**src/sjpg_pkg.sv**
```systemverilog
package sjpg_pkg;

    // timing constants
    localparam int unsigned TICKS_PER_MS = 1000;
    localparam int          PRESC_W      = 10;
    localparam int          MS_W         = 11;
    localparam int          ELAPSED_W    = 21;
    localparam int          SPEED_W      = 7;
    localparam int          COOL_W       = 10;
    localparam int          THR_W        = 7;
    localparam int          JOY_W        = 8;
    localparam int          QUO_W        = 23;
    localparam int          REM_W        = SPEED_W + 1;
    localparam int          BIT_IDX_W    = $clog2(QUO_W);
    localparam int          CFG_IDX_W    = 2;
    localparam int          CFG_DATA_W   = COOL_W;

    localparam logic [MS_W-1:0]      MS_SAT          = {MS_W{1'b1}};
    localparam logic [ELAPSED_W-1:0] ELAPSED_SAT     = {ELAPSED_W{1'b1}};
    localparam logic [QUO_W-1:0]     HALF_PERIOD_NUM = QUO_W'(5000000);
    localparam logic [PRESC_W-1:0]   PRESC_WRAP      = PRESC_W'(TICKS_PER_MS);
    localparam logic [SPEED_W-1:0]   SPEED_TOP       = {SPEED_W{1'b1}};
    localparam logic [SPEED_W-1:0]   SPEED_ONE       = SPEED_W'(1);

    // configuration register reset values
    localparam logic [COOL_W-1:0]  COOLDOWN_RST  = COOL_W'(150);
    localparam logic [SPEED_W-1:0] MIN_SPEED_RST = SPEED_W'(5);
    localparam logic [SPEED_W-1:0] MAX_SPEED_RST = SPEED_W'(100);
    localparam logic [THR_W-1:0]   THRESH_RST    = THR_W'(50);
    localparam logic [SPEED_W-1:0] SPEED_RST     = SPEED_W'(10);

    // configuration register indexes
    typedef enum logic [CFG_IDX_W-1:0] {
        CFG_COOLDOWN  = 2'd0,
        CFG_MIN_SPEED = 2'd1,
        CFG_MAX_SPEED = 2'd2,
        CFG_THRESHOLD = 2'd3
    } cfg_idx_t;

    // controller states
    typedef enum logic [1:0] {
        ST_IDLE,
        ST_DIVIDE,
        ST_FINISH
    } state_t;

    // controller to datapath commands
    typedef struct packed {
        logic                 load;
        logic                 div_step;
        logic [BIT_IDX_W-1:0] bit_idx;
        logic                 finish;
    } dp_cmd_t;

endpackage

```
**src/sjpg_ctrl.sv**
```systemverilog
module sjpg_ctrl (
    input  logic             aclk,
    input  logic             aresetn,
    input  logic             s_valid,
    output logic             s_ready,
    output logic             m_valid,
    input  logic             m_ready,
    output sjpg_pkg::dp_cmd_t cmd
);
    import sjpg_pkg::*;

    state_t               state_reg, state_next;
    logic [BIT_IDX_W-1:0] bit_cnt_reg, bit_cnt_next;
    logic                 m_valid_reg, m_valid_next;

    // state register
    always_ff @(posedge aclk) begin
        if (!aresetn) begin
            state_reg   <= ST_IDLE;
            bit_cnt_reg <= '0;
            m_valid_reg <= 1'b0;
        end else begin
            state_reg   <= state_next;
            bit_cnt_reg <= bit_cnt_next;
            m_valid_reg <= m_valid_next;
        end
    end

    // next state and commands
    always_comb begin
        state_next   = state_reg;
        bit_cnt_next = bit_cnt_reg;
        s_ready      = 1'b0;
        cmd.load     = 1'b0;
        cmd.div_step = 1'b0;
        cmd.bit_idx  = bit_cnt_reg;
        cmd.finish   = 1'b0;
        m_valid_next = (m_valid_reg && m_ready) ? 1'b0 : m_valid_reg;
        case (state_reg)
            ST_IDLE: begin
                s_ready = 1'b1;
                if (s_valid) begin
                    cmd.load     = 1'b1;
                    bit_cnt_next = BIT_IDX_W'(QUO_W - 1);
                    state_next   = ST_DIVIDE;
                end
            end
            ST_DIVIDE: begin
                cmd.div_step = 1'b1;
                if (bit_cnt_reg == '0) begin
                    state_next = ST_FINISH;
                end else begin
                    bit_cnt_next = bit_cnt_reg - 1'b1;
                end
            end
            ST_FINISH: begin
                // wait for the result register to free up
                if (!m_valid_reg || m_ready) begin
                    cmd.finish   = 1'b1;
                    m_valid_next = 1'b1;
                    state_next   = ST_IDLE;
                end
            end
            default: begin
                state_next = ST_IDLE;
            end
        endcase
    end

    assign m_valid = m_valid_reg;

endmodule

```
**src/sjpg_datapath.sv**
```systemverilog
module sjpg_datapath (
    input  logic                               aclk,
    input  logic                               aresetn,
    input  sjpg_pkg::dp_cmd_t                  cmd,
    input  logic                               cfg_we,
    input  logic [sjpg_pkg::CFG_IDX_W-1:0]     cfg_index,
    input  logic [sjpg_pkg::CFG_DATA_W-1:0]    cfg_wdata,
    input  logic                               s_command_valid,
    input  logic signed [sjpg_pkg::JOY_W-1:0]  s_joy_y,
    input  logic                               s_button,
    output logic                               m_step_level,
    output logic                               m_motor_running,
    output logic [sjpg_pkg::SPEED_W-1:0]       m_speed_now,
    output logic                               m_status_changed
);
    import sjpg_pkg::*;

    // configuration registers
    logic [COOL_W-1:0]  cooldown_reg;
    logic [SPEED_W-1:0] min_speed_reg;
    logic [SPEED_W-1:0] max_speed_reg;
    logic [THR_W-1:0]   threshold_reg;

    // block state
    logic                 motor_on_reg, motor_on_next;
    logic                 prev_button_reg, prev_button_next;
    logic [SPEED_W-1:0]   speed_reg, speed_next;
    logic [MS_W-1:0]      ms_reg, ms_next;
    logic [PRESC_W-1:0]   presc_reg, presc_next;
    logic [ELAPSED_W-1:0] elapsed_reg, elapsed_next;
    logic                 phase_reg, phase_next;
    logic                 changed_reg, changed_next;

    // divider
    logic [REM_W-1:0]   rem_reg, rem_next;
    logic [QUO_W-1:0]   quo_reg, quo_next;
    logic [REM_W-1:0]   rem_shift;
    logic [REM_W-1:0]   divisor;
    logic [ELAPSED_W-1:0] interval;

    // result register
    logic               out_step_reg, out_run_reg, out_chg_reg;
    logic [SPEED_W-1:0] out_speed_reg;

    // item update helpers
    logic [PRESC_W-1:0]   presc_inc;
    logic                 presc_wrap;
    logic [MS_W-1:0]      ms_adv;
    logic                 btn_rise;
    logic                 cool_ok;
    logic signed [JOY_W:0] joy_ext;
    logic signed [JOY_W:0] thr_pos;
    logic                 go_up;
    logic                 go_down;
    logic                 step_hit;

    // configuration writes
    always_ff @(posedge aclk) begin
        if (!aresetn) begin
            cooldown_reg  <= COOLDOWN_RST;
            min_speed_reg <= MIN_SPEED_RST;
            max_speed_reg <= MAX_SPEED_RST;
            threshold_reg <= THRESH_RST;
        end else if (cfg_we) begin
            case (cfg_idx_t'(cfg_index))
                CFG_COOLDOWN:  cooldown_reg  <= cfg_wdata;
                CFG_MIN_SPEED: min_speed_reg <= cfg_wdata[SPEED_W-1:0];
                CFG_MAX_SPEED: max_speed_reg <= cfg_wdata[SPEED_W-1:0];
                CFG_THRESHOLD: threshold_reg <= cfg_wdata[THR_W-1:0];
                default: ;
            endcase
        end
    end

    // time advance and command on item load
    always_comb begin
        presc_inc  = presc_reg + 1'b1;
        presc_wrap = (presc_inc >= PRESC_WRAP);
        ms_adv     = (presc_wrap && ms_reg < MS_SAT) ? ms_reg + 1'b1 : ms_reg;
        btn_rise   = s_command_valid && s_button && !prev_button_reg;
        cool_ok    = ms_adv > {1'b0, cooldown_reg};
        joy_ext    = {s_joy_y[JOY_W-1], s_joy_y};
        thr_pos    = {2'b00, threshold_reg};
        go_up      = s_command_valid && cool_ok && (joy_ext > thr_pos)
                     && (speed_reg < max_speed_reg) && (speed_reg < SPEED_TOP);
        go_down    = s_command_valid && cool_ok && !go_up && (joy_ext < -thr_pos)
                     && (speed_reg > min_speed_reg) && (speed_reg > SPEED_ONE);
    end

    // divider step, interval clamp and toggle decision
    always_comb begin
        divisor   = {1'b0, (speed_reg == '0) ? SPEED_ONE : speed_reg};
        rem_shift = {rem_reg[REM_W-2:0], HALF_PERIOD_NUM[cmd.bit_idx]};
        interval  = (quo_reg > QUO_W'(ELAPSED_SAT)) ? ELAPSED_SAT
                                                    : quo_reg[ELAPSED_W-1:0];
        step_hit  = elapsed_reg >= interval;
    end

    // next state
    always_comb begin
        motor_on_next    = motor_on_reg;
        prev_button_next = prev_button_reg;
        speed_next       = speed_reg;
        ms_next          = ms_reg;
        presc_next       = presc_reg;
        elapsed_next     = elapsed_reg;
        phase_next       = phase_reg;
        changed_next     = changed_reg;
        rem_next         = rem_reg;
        quo_next         = quo_reg;
        if (cmd.load) begin
            presc_next       = presc_wrap ? '0 : presc_inc;
            elapsed_next     = (elapsed_reg < ELAPSED_SAT) ? elapsed_reg + 1'b1
                                                           : elapsed_reg;
            motor_on_next    = motor_on_reg ^ btn_rise;
            prev_button_next = s_command_valid ? s_button : prev_button_reg;
            ms_next          = (go_up || go_down) ? '0 : ms_adv;
            if (go_up) begin
                speed_next = speed_reg + 1'b1;
            end else if (go_down) begin
                speed_next = speed_reg - 1'b1;
            end
            changed_next = btn_rise || go_up || go_down;
            rem_next     = '0;
            quo_next     = '0;
        end
        if (cmd.div_step) begin
            if (rem_shift >= divisor) begin
                rem_next = rem_shift - divisor;
                quo_next = {quo_reg[QUO_W-2:0], 1'b1};
            end else begin
                rem_next = rem_shift;
                quo_next = {quo_reg[QUO_W-2:0], 1'b0};
            end
        end
        if (cmd.finish) begin
            if (motor_on_reg) begin
                if (step_hit) begin
                    elapsed_next = '0;
                    phase_next   = !phase_reg;
                end
            end else begin
                phase_next = 1'b0;
            end
        end
    end

    // state registers
    always_ff @(posedge aclk) begin
        if (!aresetn) begin
            motor_on_reg    <= 1'b0;
            prev_button_reg <= 1'b0;
            speed_reg       <= SPEED_RST;
            ms_reg          <= '0;
            presc_reg       <= '0;
            elapsed_reg     <= '0;
            phase_reg       <= 1'b0;
            changed_reg     <= 1'b0;
        end else begin
            motor_on_reg    <= motor_on_next;
            prev_button_reg <= prev_button_next;
            speed_reg       <= speed_next;
            ms_reg          <= ms_next;
            presc_reg       <= presc_next;
            elapsed_reg     <= elapsed_next;
            phase_reg       <= phase_next;
            changed_reg     <= changed_next;
        end
    end

    // divider registers and result payload
    always_ff @(posedge aclk) begin
        rem_reg <= rem_next;
        quo_reg <= quo_next;
        if (cmd.finish) begin
            out_step_reg  <= motor_on_reg & phase_next;
            out_run_reg   <= motor_on_reg;
            out_speed_reg <= speed_reg;
            out_chg_reg   <= changed_reg;
        end
    end

    assign m_step_level     = out_step_reg;
    assign m_motor_running  = out_run_reg;
    assign m_speed_now      = out_speed_reg;
    assign m_status_changed = out_chg_reg;

endmodule

```
**src/stepper_jog_pulse_generator_top.sv**
```systemverilog
// channel | direction | signals                                    | handshake
// input   | in        | s_command_valid, s_joy_y, s_button         | s_valid / s_ready
// result  | out       | m_step_level, m_motor_running, m_speed_now,| m_valid / m_ready
//         |           | m_status_changed                           |
// config  | in        | cfg_index, cfg_wdata                       | cfg_we
//
// each transaction runs a load step, the bit-serial divider that derives the
// half period from the speed and a finish step; no new input is taken until
// the finish step is done. synchronous active-low reset of the control, state
// and config registers, no clearing pass; divider and output regs are not reset.
// a stalled result holds in the output register; the finish step waits for it.
module stepper_jog_pulse_generator_top (
    input  logic                               aclk,
    input  logic                               aresetn,
    input  logic                               cfg_we,
    input  logic [sjpg_pkg::CFG_IDX_W-1:0]     cfg_index,
    input  logic [sjpg_pkg::CFG_DATA_W-1:0]    cfg_wdata,
    input  logic                               s_valid,
    output logic                               s_ready,
    input  logic                               s_command_valid,
    input  logic signed [sjpg_pkg::JOY_W-1:0]  s_joy_y,
    input  logic                               s_button,
    output logic                               m_valid,
    input  logic                               m_ready,
    output logic                               m_step_level,
    output logic                               m_motor_running,
    output logic [sjpg_pkg::SPEED_W-1:0]       m_speed_now,
    output logic                               m_status_changed
);
    import sjpg_pkg::*;

    dp_cmd_t cmd;

    // controller
    sjpg_ctrl u_ctrl (
        .aclk    (aclk),
        .aresetn (aresetn),
        .s_valid (s_valid),
        .s_ready (s_ready),
        .m_valid (m_valid),
        .m_ready (m_ready),
        .cmd     (cmd)
    );

    // datapath
    sjpg_datapath u_dp (
        .aclk             (aclk),
        .aresetn          (aresetn),
        .cmd              (cmd),
        .cfg_we           (cfg_we),
        .cfg_index        (cfg_index),
        .cfg_wdata        (cfg_wdata),
        .s_command_valid  (s_command_valid),
        .s_joy_y          (s_joy_y),
        .s_button         (s_button),
        .m_step_level     (m_step_level),
        .m_motor_running  (m_motor_running),
        .m_speed_now      (m_speed_now),
        .m_status_changed (m_status_changed)
    );

endmodule

```
**config.mk**
```make
export PLATFORM = sky130hd
export DESIGN_NAME = stepper_jog_pulse_generator_top
export DESIGN_NICKNAME = d
export VERILOG_FILES = /design/src/sjpg_pkg.sv /design/src/sjpg_ctrl.sv /design/src/sjpg_datapath.sv /design/src/stepper_jog_pulse_generator_top.sv
export SDC_FILE = /design/constraint.sdc
export NUM_CORES = 1
export LEC_CHECK = 0
export BUFFER_PORTS_ARGS = -buffer_cell sky130_fd_sc_hd__buf_2
export CORE_MARGIN = 1
export CORE_UTILIZATION = 50
export CTS_CLUSTER_DIAMETER = 60
export DETAILED_ROUTE_END_ITERATION = 10
export PLACE_DENSITY = 0.66
export SYNTH_ARGS = -nofsm -noshare
export SYNTH_HDL_FRONTEND = slang
export SYNTH_HIERARCHICAL = 1
export SYNTH_SLANG_ARGS = --single-unit
```
**constraint.sdc**
```tcl
create_clock -name aclk -period 6.7 [get_ports aclk]
set_clock_uncertainty 0.05 [all_clocks]
set_input_delay 0.335 -clock aclk [delete_from_list [all_inputs] [get_ports aclk]]
set_output_delay 0.335 -clock aclk [all_outputs]
set_load 0.1 [all_outputs]
```
* After elaboration in Yosys (flattened, before gate mapping) *
Memories as Yosys holds them, arrays and structs flattened. A register that Yosys moved wholly into a read port is not among the register bits.
Index checks and enable logic that the tools add are counted.

word-level totals
  memories = 1
  output and inout bits = 12
  bits in registers = 132
  memory bits (read-only) = 32

memories
  name             words  bits a word  rd ports  clocked after Yosys merged registers in  wr ports  RTL line             source
  (no name shown)  32     1            1         1                                        0         sjpg_datapath.sv:93  rem_shift = {rem_reg[REM_W-2:0], HALF_PERIOD_NUM[cmd.bit_idx]};

operators by class
  bitwise operators = 2
  reductions and logical operators = 35
  equality and inequality tests = 9
  multiplexer cells = 40
  add/sub/neg operators = 8
  $lt $le $gt $ge = 14

operators by type and width
  kind                   count
  $mux 21                6
  $mux 23                2
  $mux 7                 6
  $gt 23x21->1 const B   1
  $mux 11                2
  $add 21x1->21 const B  1
  $ge 21x21->1           1
  $lt 21x21->1 const B   1
  $mux 5                 4
  $mux 1                 14
  $logic_and 1x1->1      12
  $reduce_and 2->1       6
  $add 11x1->11 const B  1
  $gt 11x10->1           1
  $lt 11x11->1 const B   1
  $add 10x1->10 const B  1
  $ge 10x10->1 const B   1
  $mux 10                1
  $pmux 5 s2             1
  $lt 8x9->1             1
  $neg 7->9              1
  $ge 8x7->1             1
  $gt 8x8->1             1
  $add 7x1->7 const B    1
  other kinds (23)       40

* Logic depth before layout (Yosys ltp) *
Gate-level depths: netlist (run 1).

  depth in word-level cells = 16
  depth in mapped cells = 18

* Modules after synthesis *
Netlist (run 1), hierarchy kept.

modules (own cells, without submodules)
  module         area each (um^2)  instances  cells each
  sjpg_datapath  7,553.5           1          862
  sjpg_ctrl      389.1             1          42

* Worst setup path after synthesis (run 1) *
OpenSTA, ideal clock, no wires.

  path kind = register to register
  start = reg u_dp.presc_reg[0]
  end = reg u_dp.speed_reg[6]
  clock period less this slack = 4,712 ps
  setup slack = 1,988 ps
  stages on the path, launching flop included = 17
  arrival time = 4,592 ps
  cells stage by stage = dfxtp_1 -> ha_1 -> nand2_1 -> o32a_1 -> o22a_1 -> nor3_2 -> nand4_2 -> o21a_1 -> or2_2 -> ha_1 -> a21o_1 -> a2111oi_0 -> a211oi_1 -> o311ai_4 -> mux2_2 -> or3_1 -> a21oi_1

between the ends
  cells in the longest elaborated chain, start to end = 16

RTL lines
  element                             RTL line                                  source
  from (decl)                         sjpg_datapath.sv:29                       logic [PRESC_W-1:0] presc_reg, presc_next;
  from (signal assigned)              sjpg_datapath.sv:164                      presc_reg <= presc_next;
  $add 10x1->10 (*)                   sjpg_datapath.sv:77                       presc_inc = presc_reg + 1'b1;
  $ge 10x10->1 (*)                    sjpg_datapath.sv:78                       presc_wrap = (presc_inc >= PRESC_WRAP);
  $logic_and 1x1->1 (*)               sjpg_datapath.sv:79                       ms_adv = (presc_wrap && ms_reg < MS_SAT) ? ms_reg + 1'b1 : ms_reg;
  $mux 11 (*)                         sjpg_datapath.sv:79
  $gt 11x10->1 (*)                    sjpg_datapath.sv:81                       cool_ok = ms_adv > {1'b0, cooldown_reg};
  $logic_and 1x1->1 (*)               sjpg_datapath.sv:84, sjpg_datapath.sv:86
  $logic_and 1x1->1                   sjpg_datapath.sv:84                       go_up = s_command_valid && cool_ok && (joy_ext > thr_pos)
  $logic_and 1x1->1 (2 in series)     sjpg_datapath.sv:85                       && (speed_reg < max_speed_reg) && (speed_reg < SPEED_TOP);
  $logic_not 1->1                     sjpg_datapath.sv:86                       go_down = s_command_valid && cool_ok && !go_up && (joy_ext < -thr_pos)
  $logic_and 1x1->1 (2 in series)     sjpg_datapath.sv:86
  $logic_and 1x1->1 (2 in series)     sjpg_datapath.sv:87                       && (speed_reg > min_speed_reg) && (speed_reg > SPEED_ONE);
  $reduce_bool 2->1 (no source line)  -
  $reduce_and 2->1 (no source line)   -
  to (signal assigned)                sjpg_datapath.sv:162                      speed_reg <= speed_next;
  to (decl)                           sjpg_datapath.sv:27                       logic [SPEED_W-1:0] speed_reg, speed_next;

Mark *: on every way between the ends. The rest lies on a longest branch, timed or not.
A chain may end at the register's enable or synchronous reset.

* Worst setup path after layout (run 1) *
  start = reg u_dp.presc_reg[0]
  end = reg u_dp.ms_reg[9]

between the ends
  cells in the longest elaborated chain, start to end = 16

RTL lines
  element                          RTL line                                  source
  $add 10x1->10 (*)                sjpg_datapath.sv:77
  $ge 10x10->1 (*)                 sjpg_datapath.sv:78
  $logic_and 1x1->1 (*)            sjpg_datapath.sv:79
  $mux 11 (*)                      sjpg_datapath.sv:79
  $gt 11x10->1                     sjpg_datapath.sv:81
  $logic_and 1x1->1                sjpg_datapath.sv:84, sjpg_datapath.sv:86
  $logic_and 1x1->1                sjpg_datapath.sv:84
  $logic_and 1x1->1 (2 in series)  sjpg_datapath.sv:85
  $logic_not 1->1                  sjpg_datapath.sv:86
  $logic_and 1x1->1 (2 in series)  sjpg_datapath.sv:86
  $logic_and 1x1->1 (2 in series)  sjpg_datapath.sv:87
  $logic_or 1x1->1                 sjpg_datapath.sv:117                      ms_next = (go_up || go_down) ? '0 : ms_adv;
  $mux 11 (*)                      sjpg_datapath.sv:117
  to (signal assigned)             sjpg_datapath.sv:163                      ms_reg <= ms_next;
  to (decl)                        sjpg_datapath.sv:28                       logic [MS_W-1:0] ms_reg, ms_next;

Marks and branches as above.

==> metrics.md, run 1 <==
| Metric | Value |
|---|---|
| Status | finished clean |
| Starting density of the core | 0.517 |
| Critical Path Sink Type | register |
| Minimum clock period | around 5200 ps |
| Cts repair resizes | 0 |
| Critical Path Source Type | register |
| Vias in the first global route | slightly below 6,000 |
| R2r startpoint | u_dp/presc_reg[0] |
| Synth Register Bits | ~130 |
| Residual DRC | 0 |
| I/O Pins | 39 |
| Global-route wire length before repair | about 28,000 um |
| Clock buffer count from CTS | 17 |
| Initial DRT Pass Iterations | 5 |
| Overall global routing resource usage | 0.223 |
| Pleak | 3.59 nW |
| TritonCTS clock tree | yes |
| Post-DRT Antenna Nets | 0 |
| Worst-path fanout max | 11 |
| Number of max-cap violations | 0 |
| Setup CP Type | reg2reg |
| GPL Wtd Cong | 0.871 |
| Flop2flop setup slack | 1450 ps |
| Sw power | 0.596 mW |
| Synth async-reset ratio | 0 |
| Fmax | around 0.19 GHz |
| Antenna cells | 0 |
| Die Span Y | 128 um |
| Fin Setup TNS | 0 ps |
| Grt met3 use | 0.0380 |
| Cell Area, Synth | approximately 8000 um2 |
| Port Buf Inserts | 38 |
| Max reg flops | 23 |
| Clk pwr share | 0.432 |
| Largest net degree at the start of global routing | between 60 and 70 |
| Mapped Avg Cell Area | slightly below 9 um2 |
| Final hold violation count | 0 |
| Req. time, crit path | a little under 7000 ps |
| Top post-synthesis cells by area | dfxtp_1 (23%), edfxtp_1 (15%), ha_1 (12%) |
| 1st-iter DRT viols | roughly 410 |
| Setup violations, final | 0 |
| Synth cell types | roughly 70 |
| Sequential share of the synthesized area | 0.383 |
| # nets final | between 1,000 and 1,500 |
| Worst setup path startpoint | u_dp/presc_reg[0] |
| CTS Buffer Depth | 2 |
| Relative slew slack | 0.224 |
| Cts-stage hold buffer count | 0 |
| Synth area leader | dfxtp_1 |
| Tightest Hold Check Type | in2reg |
| Die width | ~130 um |
| Capture point of the worst reg-to-reg path | u_dp/ms_reg[9] |
| Pwr Density | roughly 250 nW/um2 |
| Met1 Use GR | 0.302 |
| Seq pwr share | 0.419 |
| Die Area | about 16,000 um2 |
| CP Capture Point | u_dp/ms_reg[9] |
| EDFF count, synth | 40 |
| Core Box Area | ~15,000 um2 |
| Number of vias per cell | roughly 5.5 |
| Met2 Resource Use GR | 0.348 |
| Area Overhead vs Synth | 12.6% |
| Ys flop type | dfxtp_1 |
| Share of layout cells above drive strength 1 | 0.105 |
| Fillcell total | 1,383 |
| Skew-Pair Late Insertion Delay | approximately 430 ps |
| Grt peak-use layer | met2 |
| Mean routed wirelength per cell | 15.0 um |
| Dpl hpwl | 12,200 um |
| Final WL | approximately 17,000 um |
| Post-synth top area share | 0.232 |
| Tightest Pin Transition | between 1000 and 1500 ps |
| Post-synth top cells | dfxtp_1 (92), nand2_1 (86), nor2_1 (84), ha_1 (76), a21oi_1 (59) |
| Clk slew on worst S/H paths | 60 ps |
| DR vias | 6,433 |
| Final Cycle Share | 0.783 |
| Internal | 1.62 mW |
| Synth Instances | between 900 and 1,000 |
| Syn_nets | between 1,000 and 1,500 |
| Sw Ratio | 0.269 |
| Unrepaired setup endpoints after global routing | no |
| Overflow after GRT | 0 |
| Most common cell in the synthesized netlist | dfxtp_1 |
| Yosys warning count | 6 |
| Power share of the combinational group | 0.149 |
| CTS Sinks | approximately 130 |
| Peak supply drop | 0.203 mV |
| # rows | between 40 and 50 |
| Util after Layout | 0.582 |
| Initial antenna violation count | 0 |
| Data arrival time of the critical path | ~5500 ps |
| Reg2Reg Depth | 18 |
| Clk root buf | clkbuf_16 |
| Post-CTS setup buffers | 0 |
| CTS H-tree lvls | 4 |
| Max-slew violation count | 0 |
stage by stage:
step           worst slack [ps]  power [mW]  area (um2)  hold WS (ps)  cells
6_report                   1450        2.21        8940          98.4   1160
5_1_grt                    1070        2.32        8940          99.5   1160
4_1_cts                    1470        2.24        8940          80.3   1160
3_5_place_dp               1490        1.27        8330           378   1128
3_3_place_gp               1620        1.26        8330           370   1128
2_1_floorplan              1990        1.18        7940           358    904
critical path, cell delays in order, from the launching register on:
cell	delay, ps
dfxtp_1	450
ha_1	350
nand2_1	80
o32a_1	280
o22a_1	280
nor3_2	390
nand4_2	320
or2_1	350
xnor2_1	140
ha_1	290
nand4_1	140
a21oi_1	60
a2111oi_0	410
a211oi_1	220
or3_4	440
a31oi_1	210
buf_4	210
nand2_1	120
o41ai_2	320
kinds of logic (layout without fill, tap and decap cells):
kind of cell	Yosys count	in the layout	share of synthesized area
and+or+nand+nor	376	376	0.242
AOI/OAI and AO/OA	174	174	0.146
DFF	132	132	0.383
buffers and inverters	92	137	0.0447
adders and majority gates	77	77	0.122
xor gates and xnor gates	36	36	0.0397
muxes	17	17	0.0219
how the worst min path moves through the flow:
stage / startpoint / to / slack [ps] / cells past startpoint
floorplan: u_dp/motor_on_reg / u_dp/m_motor_running / 360 / 0
global placement: u_dp/motor_on_reg / u_dp/m_motor_running / 370 / 0
detailed placement: u_dp/motor_on_reg / u_dp/m_motor_running / 380 / 0
CTS: cfg_wdata[8] / u_dp/cooldown_reg[8] / 80 / 3
global route: cfg_wdata[8] / u_dp/cooldown_reg[8] / 100 / 3
finish: cfg_wdata[8] / u_dp/cooldown_reg[8] / 100 / 3
power by group through the flow:
| stage | sequential (mW) | combinational [mW] | clock (mW) |
|---|---|---|---|
| 2_1_floorplan | 0.941 | 0.242 | 0 |
| 3_3_place_gp | 0.942 | 0.323 | 0 |
| 3_5_place_dp | 0.941 | 0.328 | 0 |
| 4_1_cts | 0.926 | 0.331 | 0.980 |
| 5_1_grt | 0.934 | 0.371 | 1.02 |
| 6_report | 0.926 | 0.330 | 0.957 |
cell type report:
type / count / area, um2 / area share
Sequential cell: 132 / 3040 / 0.340
Tap cell: 211 / 264 / 0.0295
Inverter: 60 / 225 / 0.0252
Clock inverter: 10 / 119 / 0.0133
Clock buffer: 22 / 497 / 0.0556
Timing Repair Buffer: 45 / 243 / 0.0271
Multi-Input combinational cell: 680 / 4550 / 0.509
cell usage in the layout, fill, tap and decap left out, types with 8 or more instances in the layout:
| cell | instances |
|---|---|
| dfxtp_1 | 92 |
| nand2_1 | 86 |
| nor2_1 | 84 |
| ha_1 | 76 |
| a21oi_1 | 59 |
| inv_1 | 57 |
| edfxtp_1 | 40 |
| buf_2 | 38 |
| nor3_1 | 34 |
| nand3_1 | 32 |
| o21ai_0 | 32 |
| and2_1 | 31 |
| xnor2_1 | 27 |
| nand4_1 | 21 |
| clkbuf_16 | 19 |
| nor2b_1 | 14 |
| o211ai_1 | 14 |
| mux2i_1 | 14 |
| a21o_1 | 12 |
| nor4_1 | 11 |
| nand2b_1 | 9 |
| and3_1 | 9 |
| xor2_1 | 9 |
| or2_2 | 8 |
routing by layer:
metal | share of wire | vias up
met5 | 0 | -
met4 | 0.017 | 0
met3 | 0.029 | 20
met2 | 0.46 | 90
met1 | 0.49 | 3016
li1 | - | 3307
Power figures use the tool's default switching activity.
==> run 2, diff against run 1 <==
- clock period: 6.7 -> 5.2 ns (I/O delays scaled with it)
==> run 2 against run 1 <==
  * Sequential cell count unchanged
  * Hold slack worse by 74 ps
  * Global-route usage up 0.083 points
  * Largest power group is now sequential cells
  * Highest routed layer unchanged
==> metrics.md, run 2 (synthesized netlist as in run 1, its figures left out) <==
| Metric | Value |
|---|---|
| Worst path bufs/invs | 1 |
| Worst path max stage delay | 460 ps |
| Post-DRT Antenna Nets | 0 |
| Unrepaired setup endpoints after global routing | no |
| Initial antenna violation count | 0 |
| Final Cycle Share | 0.931 |
| Setup CP Type | reg2reg |
| Tightest Hold Check Type | in2reg |
| Pwr Density | slightly above 300 nW/um2 |
| Starting density of the core | 0.517 |
| Commonest non-fill, non-tap cell in the layout | dfxtp_1 |
| Die width | about 130 um |
| Setup violations, final | 0 |
| Cts-stage hold buffer count | 0 |
| Initial DRT Pass Iterations | 5 |
| Non-Filler Instances | around 1,200 |
| CTS Sinks | ~130 |
| # nets final | roughly 1,000 |
| Crit-path cells | ha_2 -> nand2_1 -> o32a_1 -> o22a_1 -> nor3_2 -> nand4_4 -> or2_1 -> xnor2_1 -> ha_1 -> nand4_1 -> a21oi_1 -> a2111oi_1 -> a211oi_2 -> or3_4 -> a31oi_1 -> buf_4 -> and2_1 -> a221o_1 |
| Clock buffer count from CTS | 17 |
| Core Box Area | about 15,000 um2 |
| Skew-Pair Late Insertion Delay | roughly 420 ps |
| Port Buf Inserts | 38 |
| Req. time, crit path | ~5500 ps |
| Status | finished clean |
| Critical Path Sink Type | register |
| Critical Path Source Type | register |
| Minimum clock period | between 4000 and 5000 ps |
| Worst-path fanout max | 11 |
| Vias in the first global route | slightly below 6,000 |
| Die Span Y | between 100 and 150 um |
| Smallest hold slack | 24.5 ps |
| Area Overhead vs Synth | 12.6% |
| Fillcell total | 1,367 |
| Relative slew slack | 0.341 |
| GPL Wtd Cong | 0.834 |
| Overflow after GRT | 0 |
| Peak supply drop | around 0.24 mV |
| Inst Count DP | between 1,000 and 1,500 |
| Fmax | between 0.2 and 0.25 GHz |
| Die Area | 16,400 um2 |
| I/O Pins | 39 |
| Max reg flops | 23 |
| DR vias | roughly 6,400 |
| # rows | 45 |
| Pleak | about 3.6 nW |
| Fin Setup TNS | 0 ps |
| Overall global routing resource usage | 0.223 |
| Global-route wire length before repair | between 20,000 and 30,000 um |
| Mean routed wirelength per cell | about 15 um |
| Largest net degree at the start of global routing | 38 |
| Max-slew violation count | 0 |
| Tightest Pin Transition | between 900 and 1000 ps |
| Data arrival time of the critical path | slightly above 5000 ps |
| Residual DRC | 0 |
| Number of max-cap violations | 0 |
| Final WL | around 17,000 um |
| TritonCTS clock tree | yes |
| CP delay by family, top | simple AND/OR/NAND/NOR gates |
| Clk slew on worst S/H paths | roughly 50 ps |
| 1st-iter DRT viols | roughly 450 |
| Final hold violation count | 0 |
| Dpl hpwl | roughly 12,000 um |
| Share of layout cells above drive strength 1 | 0.109 |
| Number of vias per cell | between 5 and 6 |
| Crit-path slowest cell | a2111oi_1 |
| CTS Buffer Depth | 2 |
| Commonest cells after routing, fill and taps aside | dfxtp_1 (91), nand2_1 (86), nor2_1 (84) |
| CTS H-tree lvls | 4 |
| Clk root buf | clkbuf_16 |
-- run 2: layout make-up --
cell class	count	area, um2	area share
tap	211	264	0.0295
inverter	60	225	0.0252
clock buffer	29	552	0.0617
sequential	132	3040	0.340
antenna	1	2.50	0.000280
timing repair buffer	49	273	0.0305
multi-input combinational	680	4570	0.511
clock inverter	3	15.0	0.00168
-- run 2: where the power goes --
part           switching, mW  leakage [nW]  internal [mW]
combinational          0.261          2.17          0.162
clock                  0.425         0.283          0.713
sequential            0.0476          1.14           1.15
-- run 2: final timing paths --
kind,slack (ps),cells past startpoint,to,from
min,20,3,u_dp/cooldown_reg[7],cfg_wdata[7]
max,360,18,u_dp/ms_reg[6],u_dp/presc_reg[1]
min reg2reg,380,0,u_dp/m_motor_running,u_dp/motor_on_reg
max reg2reg,360,18,u_dp/ms_reg[6],u_dp/presc_reg[1]
-- run 2: stage by stage --
stage	power, mW	utilization	area (um2)	setup WS, ps
final	2.75	0.582	8940	360
after detailed placement	1.64	0.543	8340	201
after floorplan	1.52	-	7940	488
after global routing	2.89	0.582	8940	38.3
after CTS	2.78	0.579	8910	170
after global placement	1.63	0.543	8340	295
-- run 2: timing repair --
action                                  4_1_cts  5_1_grt
resized for setup                             0        5
setup buffers                                 0        2
endpoints found under the setup margin        0       14
-- run 2: worst register-to-register path, stage by stage, from the launching register on --
cell	delay (ps)
dfxtp_1	440
ha_2	300
nand2_1	70
o32a_1	290
o22a_1	280
nor3_2	320
nand4_4	220
or2_1	310
xnor2_1	140
ha_1	290
nand4_1	130
a21oi_1	60
a2111oi_1	460
a211oi_2	180
or3_4	430
a31oi_1	180
buf_4	220
and2_1	240
a221o_1	170
-- run 2: per-layer routing --
layer  routed length (um)  vias up  track usage
li1                     -     3312            -
met4                  193        0       0.0713
met2                 7530       94        0.348
met1                 8620     2946        0.309
met3                  624       16       0.0459
met5                    0        -            0
